<file path="src/sv/bms_pkg.sv">
// ----------------------------------------------------------------------------
// bms_pkg
// Shared constants for the radix-2 Booth signed multiplier.
// ----------------------------------------------------------------------------
package bms_pkg;

    // Operand and result field widths
    localparam int IN_W      = 32;
    localparam int OUT_W     = 64;
    localparam int CFG_W     = 6;

    // Supported operand width range
    localparam int MAX_WIDTH_DEF = 32;
    localparam int MIN_WIDTH     = 2;

    // Operand width register reset value
    localparam logic [CFG_W-1:0] WIDTH_RESET = 6'd32;

    // Booth recoding of {q[0], q-1}
    localparam logic [1:0] BOOTH_ADD = 2'b01;
    localparam logic [1:0] BOOTH_SUB = 2'b10;

endpackage

</file>
<file path="src/sv/bms_cell.sv">
// ----------------------------------------------------------------------------
// bms_cell
// One Booth step: add/subtract the multiplicand, then arithmetic right shift
// of {A, Q, Q-1}. Holds its result in a register with its own valid bit.
// ----------------------------------------------------------------------------
module bms_cell
    import bms_pkg::*;
#(
    parameter int MAX_WIDTH = MAX_WIDTH_DEF
)
(
    input  logic                 clk,
    input  logic                 rst_n,
    // upstream side
    input  logic                 valid_in,
    output logic                 ready_out,
    input  logic [MAX_WIDTH:0]   a_in,
    input  logic [MAX_WIDTH-1:0] q_in,
    input  logic                 q1_in,
    input  logic [MAX_WIDTH:0]   m_in,
    // downstream side
    output logic                 valid_out,
    input  logic                 ready_in,
    output logic [MAX_WIDTH:0]   a_out,
    output logic [MAX_WIDTH-1:0] q_out,
    output logic                 q1_out,
    output logic [MAX_WIDTH:0]   m_out
);

    logic                 valid_reg;
    logic [MAX_WIDTH:0]   a_reg;
    logic [MAX_WIDTH:0]   a_next;
    logic [MAX_WIDTH-1:0] q_reg;
    logic [MAX_WIDTH-1:0] q_next;
    logic                 q1_reg;
    logic [MAX_WIDTH:0]   m_reg;
    logic [MAX_WIDTH:0]   sum;

    // Cell takes a new transfer when empty or when its content moves on
    assign ready_out = !valid_reg || ready_in;

    // Booth add/subtract, then combined arithmetic shift
    always_comb
    begin
        case ({q_in[0], q1_in})
            BOOTH_ADD: sum = a_in + m_in;
            BOOTH_SUB: sum = a_in - m_in;
            default:   sum = a_in;
        endcase
        a_next = {sum[MAX_WIDTH], sum[MAX_WIDTH:1]};
        q_next = {sum[0], q_in[MAX_WIDTH-1:1]};
    end

    // Valid bit
    always_ff @(posedge clk or negedge rst_n)
    begin
        if (!rst_n)
        begin
            valid_reg <= 1'b0;
        end
        else if (ready_out)
        begin
            valid_reg <= valid_in;
        end
    end

    // Payload, no reset
    always_ff @(posedge clk)
    begin
        if (ready_out && valid_in)
        begin
            a_reg  <= a_next;
            q_reg  <= q_next;
            q1_reg <= q_in[0];
            m_reg  <= m_in;
        end
    end

    assign valid_out = valid_reg;
    assign a_out     = a_reg;
    assign q_out     = q_reg;
    assign q1_out    = q1_reg;
    assign m_out     = m_reg;

endmodule

</file>
<file path="config.mk">
export PLATFORM = sky130hd
export DESIGN_NAME = bms_cell
export DESIGN_NICKNAME = d
export VERILOG_FILES = /design/src/sv/bms_pkg.sv /design/src/sv/bms_cell.sv
export SDC_FILE = /design/constraint.sdc
export NUM_CORES = 1
export LEC_CHECK = 0
export ABC_AREA = 1
export BUFFER_PORTS_ARGS = -buffer_cell sky130_fd_sc_hd__buf_2
export CORE_ASPECT_RATIO = 1.5
export CORE_MARGIN = 1.5
export CORE_UTILIZATION = 35
export CTS_BUF_LIST = sky130_fd_sc_hd__clkbuf_4 sky130_fd_sc_hd__clkbuf_8 sky130_fd_sc_hd__clkbuf_16
export DETAILED_ROUTE_END_ITERATION = 10
export PLACE_DENSITY_LB_ADDON = 0.3
export SLEW_MARGIN = 20
export SYNTH_ARGS = -nofsm -noshare
export SYNTH_HDL_FRONTEND = slang
export SYNTH_SLANG_ARGS = --single-unit
</file>
<file path="constraint.sdc">
create_clock -name clk -period 6.7 [get_ports clk]
set_input_delay 1.34 -clock clk [delete_from_list [all_inputs] [get_ports clk]]
set_output_delay 1.34 -clock clk [all_outputs]
set_load 0.005 [all_outputs]
</file>
==> reports/qor.yml, run 1 <==
outcome: "complete, no violations"
syn_area_mm2: 0.00681
cts.hold.buffers_added: 0
root_buffer: "clkbuf_16"
synth_top_area_frac: 0.432
worstSetupPathDepth: 18
drt_iter0_markers: 340
start_util: 0.357
seq_area_frac_synth: 0.436
core-area_mm2: 0.0191
setup_tns_ns: 0
setup_ws_ns: 2.28
power_leakage_nw: 4.32
cts.clk_slew.worst_paths_ns: 0.08
clock_sinks: 99
cts-htree-levels: 3
yosys_warnings: 0
worst_pin_slew_ns: 0.861
dp.final_hpwl_um: 16400
drive_gt1_frac: 0.220
syn_nets: 1049
drc: 0
arrival_ns: 4.55
slew_headroom: 0.425
crit_required_ns: 6.83
final-hold-violation-count: 0
reg2reg_from: "valid_out$_DFFE_PN0N_"
synthCells: 911
path_buf_inv: 4
crit_type: "in -> reg"
path_cells: "buf_2 > inv_1 > ha_1 > inv_1 > nand2_2 > o21ai_0 > xor2_1 > inv_1 > ha_1 > nand2_1 > nor2_1 > and3_1 > and2_1 > nand2_1 > nand2_1 > nand2_1 > nand3_1 > nand2_1"
viasPerCell: 4.57
n_fill_cell: 1999
die_h_um: 174
synth_top_cell_by_area: "edfxtp_1"
worst_setup_path_start_kind: "input port"
min_period_ns: 4.42
grt_max_degree: 60
cts_max_path_buffers: 2
startpoint: "q1_in"
utilization: 0.442
min-delay-start: "valid_out$_DFFE_PN0N_"
synth_cell_types: 34
clock_skew_ns: 0.0113
powerDensity_mw_per_mm2: 212
crit_slowest_cell: "ha_1"
gp_congestion: 0.975
cap_violations: 0
grt_pass1_vias: 6081
globalRouteOverflowTotal: 0
dp_slack_ns: 1.95
area_growth_pct: 23.7
die-area_mm2: 0.0203
worstHoldPathCells: 2
dr.pass1.iters: 5
critPathMaxFanout: 20
finalCritPeriodShare: 0.659
clk_latency_ns: 0.37
synthTopCellsByArea: "edfxtp_1, nand2_1, inv_1"
drt.antenna.violating_nets: 0
critPathCaptureType: "flop"
num_vias: 6308
cp_top_family: "simple AND/OR/NAND/NOR gates"
rrSetupSlack_ns: 5.11
antenna_found_initial: 2
finalSetupViolCount: 0
synth-seq-cells: 99
cts_tree: "yes"
numCtsBuffers: 9
ios: 204
fin_cells: 1380
vdd_ir_drop_max_mv: 0.127
hold_class: "reg -> reg"
cp_slowest_stage_delay_ns: 0.57
grt_pass1_wl_um: 30700
placed_cells: 1362
grt_setup_unrepaired: "no"
wire_per_inst_um: 14.4
syn_avg_cell_area_um2: 7.48
num_rows: 62
io_buffers: 203
cts_resized: 0
layout_commonest_cell: "nand2_1"
die_w_um: 117
path_common_cell: "nand2_1"
ff2ff_path_depth: 2
layout_common_cells: "nand2_1, buf_2, inv_1"
drv_slew: 0
drt_wl_total_um: 19800
layout.nets: 1255
post_cts_buffers: 0
grt_usage: 0.202
fmax_mhz: 226
[worst paths after layout]
check	end
setup / recovery	a_out[26]$_DFFE_PP_
max in group asynchronous	valid_out$_DFFE_PN0N_
setup reg to reg	q_out[2]$_DFFE_PP_
hold / removal	valid_out$_DFFE_PN0N_
min in group asynchronous	valid_out$_DFFE_PN0N_
hold reg to reg	valid_out$_DFFE_PN0N_
[cell families (layout without fill, tap and decap cells)]
group | count (synthesis) | count (layout) | share of synthesized area
adder cells (fa/ha/maj) | 35 | 35 | 0.0654
XOR/XNOR | 36 | 36 | 0.0463
other | 0 | 2 | 0
flip-flops | 99 | 99 | 0.436
buffers and inverters | 166 | 377 | 0.0927
AO/OA/AOI/OAI | 60 | 60 | 0.0485
AND/OR/NAND/NOR | 515 | 515 | 0.311
[report_power, final]
part / internal, mW / total (mW) / switching [mW]
clock: 0.257 / 0.507 / 0.249
sequential: 0.741 / 0.751 / 0.00999
combinational: 0.192 / 0.531 / 0.338
total: 1.19 / 1.79 / 0.598
[final cells by class]
| type | count | area, um2 | area share |
|---|---|---|---|
| multi-input cells | 646 | 3220 | 0.383 |
| flip-flops and latches | 99 | 2970 | 0.352 |
| repair buffers | 206 | 1040 | 0.123 |
| inverters | 155 | 582 | 0.0691 |
| well taps | 256 | 320 | 0.0380 |
| clock buffers | 9 | 225 | 0.0267 |
| clock inverters | 7 | 62.6 | 0.00743 |
| diodes | 2 | 5.00 | 0.000594 |
[cells in the mapped netlist]
| master | instances |
|---|---|
| nor3_1 | 6 |
| buf_4 | 1 |
| nand2_1 | 329 |
| nand2_2 | 11 |
| dfrtp_1 | 1 |
| o31ai_1 | 2 |
| o21ai_1 | 4 |
| o21ai_0 | 18 |
| or2_1 | 2 |
| nand4_1 | 9 |
| inv_1 | 155 |
| a21o_1 | 1 |
| nor4_1 | 2 |
| xnor2_1 | 16 |
| and3_1 | 3 |
| and2_1 | 1 |
| buf_2 | 4 |
| edfxtp_1 | 98 |
| ha_1 | 34 |
| or2_2 | 4 |
| a21oi_1 | 29 |
| a21oi_2 | 1 |
| a31oi_1 | 1 |
| nor3_2 | 1 |
| fa_1 | 1 |
| nor2_1 | 83 |
| nand3b_1 | 4 |
| nand3_1 | 56 |
| o31ai_2 | 1 |
| xor2_1 | 20 |
| o21bai_1 | 1 |
| nor2_2 | 4 |
| o21ai_2 | 2 |
| clkbuf_1 | 6 |
[per-stage QoR]
step	instance area [um2]	hold WS [ns]	total power, mW
6_report	8430	0.596	1.79
5_1_grt	8420	0.627	1.90
2_1_floorplan	6810	0.528	1.11
3_3_place_gp	8130	0.564	1.29
3_5_place_dp	8130	0.581	1.30
4_1_cts	8420	0.599	1.81
[routing by layer]
layer	vias up	GRT usage	part of all wire
met5	-	0	0
met4	0	0.115	0.048
met3	42	0.0325	0.052
met2	194	0.384	0.54
met1	2765	0.200	0.36
li1	3307	-	-
[worst register-to-register path, delay by kind of cell, from the launching register on]
kind	cells	cell delay (ns)
AO/OA/AOI/OAI	1	0.16
buffers and inverters	1	0.59
flip-flops	1	0.42
[registers in the layout (all words and copies together) (netlist names)]
register	count
m_out	33
a_out	32
valid_out	1
q1_out	1
q_out	32
Power figures use the tool's default switching activity.
==> run 2: changes to the inputs <==
clock period = 3.65 ns   (was 6.7 ns; I/O delays follow)
==> run 2 against run 1 <==
Against the previous run: power is 83% higher; largest power group unchanged; die area stayed put; count of clock-buffer cells in the layout stayed put; worst hold slack got worse by 0.46 ns; worst setup slack got worse by 2.0 ns; critical path depth fell by 1; flip-flop and latch count stayed put; utilization rose by 0.35 points; largest cell class unchanged; routed wire length is 2.6% lower; global-route usage shrank 0.45 points.
==> reports/qor.yml, run 2 (synthesized netlist as in run 1, its figures left out) <==
outcome: "complete, no violations"  # unchanged
gp_congestion: 0.913  # was 0.975
swShare: 0.331  # was 0.334
reg2reg_from: "valid_out$_DFFE_PN0N_"  # unchanged
cts-htree-levels: 3  # unchanged
post_cts_buffers: 0  # unchanged
worst_pin_slew_ns: 0.684  # was 0.861 ns
globalRouteOverflowTotal: 0  # unchanged
num_rows: 62  # unchanged
die_h_um: 174  # unchanged
critPathMaxFanout: 5  # was 20
p_int_mw: 2.19  # was 1.19 mW
power_leakage_nw: 4.37  # was 4.32 nW
dp.final_hpwl_um: 16000  # was 16,400 um
p_sw_mw: 1.09  # was 0.598 mW
placed_cell_area_mm2: 0.00820  # was 0.00813 mm2
largest_reg_flops: 33  # unchanged
slew_headroom: 0.544  # was 0.425
hold_class: "in -> async"  # was reg -> reg
ios: 204  # unchanged
numCtsBuffers: 9  # unchanged
ff2ff_path_depth: 2  # unchanged
grt_setup_unrepaired: "no"  # unchanged
critPathCaptureType: "flop"  # unchanged
crit_type: "in -> reg"  # unchanged
drt_iter0_markers: 317  # was 340
num_vias: 6265  # was 6,308
drt.antenna.violating_nets: 0  # unchanged
cts_max_path_buffers: 2  # unchanged
layout.nets: 1264  # was 1,255
layout_common_cells: "nand2_1, buf_2, inv_1"  # unchanged
die-area_mm2: 0.0203  # unchanged
antenna_found_initial: 1  # was 2
start_util: 0.357  # unchanged
cts.clk_slew.worst_paths_ns: 0.08  # about the same
io_buffers: 203  # unchanged
grt_pass1_wl_um: 30100  # was 30,700 um
wire_per_inst_um: 13.9  # was 14.4 um
die_w_um: 117  # unchanged
powerDensity_mw_per_mm2: 386  # was 212 mW/mm2
fmax_mhz: 300
power.share.clock: 0.282  # was 0.283
whs_ns: 0.131  # was 0.596 ns
final-hold-violation-count: 0  # unchanged
area_growth_pct: 24.6  # was 23.7%
grt_usage: 0.198  # was 0.202
reg2reg_to: "a_out[27]$_DFFE_PP_"  # was q_out[2]$_DFFE_PP_
rrSetupSlack_ns: 2.12  # was 5.11 ns
grt_max_degree: 53  # was 60
final_area_mm2: 0.00849  # was 0.00843 mm2
clk_latency_ns: 0.36  # was 0.37 ns
grt_pass1_vias: 6059  # was 6,081
pwr-share-seq: 0.420  # about the same
drt_wl_total_um: 19300  # was 19,800 um
drive_gt1_frac: 0.226  # was 0.220
crit_required_ns: 3.77  # was 6.83 ns
drv_slew: 0  # unchanged
worst_setup_path_start_kind: "input port"  # unchanged
cts_tree: "yes"  # unchanged
min_period_ns: 3.33
cts.hold.buffers_added: 0  # unchanged
vdd_ir_drop_max_mv: 0.172  # was 0.127 mV
viasPerCell: 4.51  # was 4.57
clock_skew_ns: 0.00788  # was 0.0113 ns
cts_resized: 0  # unchanged
p_comb_frac: 0.297  # about the same
core-area_mm2: 0.0191  # unchanged
drc: 0  # unchanged
cap_violations: 0  # unchanged
finalCritPeriodShare: 0.913
dr.pass1.iters: 4  # was 5
layout_commonest_cell: "nand2_1"  # unchanged
finalSetupViolCount: 0  # unchanged
clock_sinks: 99  # unchanged
finalPower_mw: 3.28  # was 1.79 mW
root_buffer: "clkbuf_16"  # unchanged
arrival_ns: 3.46  # was 4.55 ns
## run 2: cell count changes in the layout (fill, tap and decap cells not counted), sizes merged
cell	previous run	this run
buf	206	215
clkinv	3	5
clkinvlp	2	1
diode	2	1
inv	157	156
## run 2: critical path, cell delays in order
cell and delay, ns:
buf_2 0.10, inv_1 0.09, nand3_1 0.17, nand3b_1 0.29, o21ai_2 0.26, xnor2_1 0.15
inv_1 0.08, ha_1 0.41, nand2_1 0.13, nor2_1 0.23, inv_1 0.06, nor2_1 0.24
nand4_1 0.18, nand3_1 0.11, nand2_1 0.05, nand3_1 0.11, nand2_1 0.07
## run 2: final cells by class
cell class                      count  area, um2
Fill cell                        2008      10600
Multi-Input combinational cell    646       3220
Sequential cell                    99       2970
Timing Repair Buffer              215       1110
Inverter                          155        582
Tap cell                          256        320
Clock buffer                        9        225
Clock inverter                      7       63.8
Antenna cell                        1       2.50
## run 2: stage by stage
stage	instances	TNS [ns]	util	setup slack, ns
final	1388	0	0.445	0.316
after global routing	1388	0	0.445	0.0151
after CTS	1387	0	0.445	0.377
after detailed placement	1371	-0.00347	0.430	-0.00347
after global placement	1371	-0.0160	0.430	-0.00888
after floorplan	911	0	-	0.600
## run 2: how the worst max path moves through the flow
stage / to / slack [ns] / start
2_1_floorplan: a_out[26]$_DFFE_PP_ / 0.60 / m_in[1]
3_3_place_gp: a_out[24]$_DFFE_PP_ / -0.009 / m_in[0]
3_5_place_dp: a_out[17]$_DFFE_PP_ / -0.003 / m_in[1]
4_1_cts: a_out[17]$_DFFE_PP_ / 0.38 / m_in[1]
5_1_grt: a_out[27]$_DFFE_PP_ / 0.02 / m_in[1]
6_report: a_out[17]$_DFFE_PP_ / 0.32 / m_in[1]
## run 2: power by group through the flow
stage | clock, mW | sequential [mW] | combinational [mW]
global placement | 0 | 1.41 | 0.979
CTS | 0.965 | 1.38 | 0.990
detailed placement | 0 | 1.40 | 0.986
global route | 0.992 | 1.39 | 1.12
floorplan | 0 | 1.42 | 0.613
finish | 0.926 | 1.38 | 0.976
## run 2: per-layer routing
layer  GRT usage  wire [um]  vias to the layer above
li1            -          -                     3320
met1       0.198       7120                     2744
met2       0.382      10500                      170
met3      0.0318        941                       31
met4      0.0939        734                        0
met5           0          0                        -
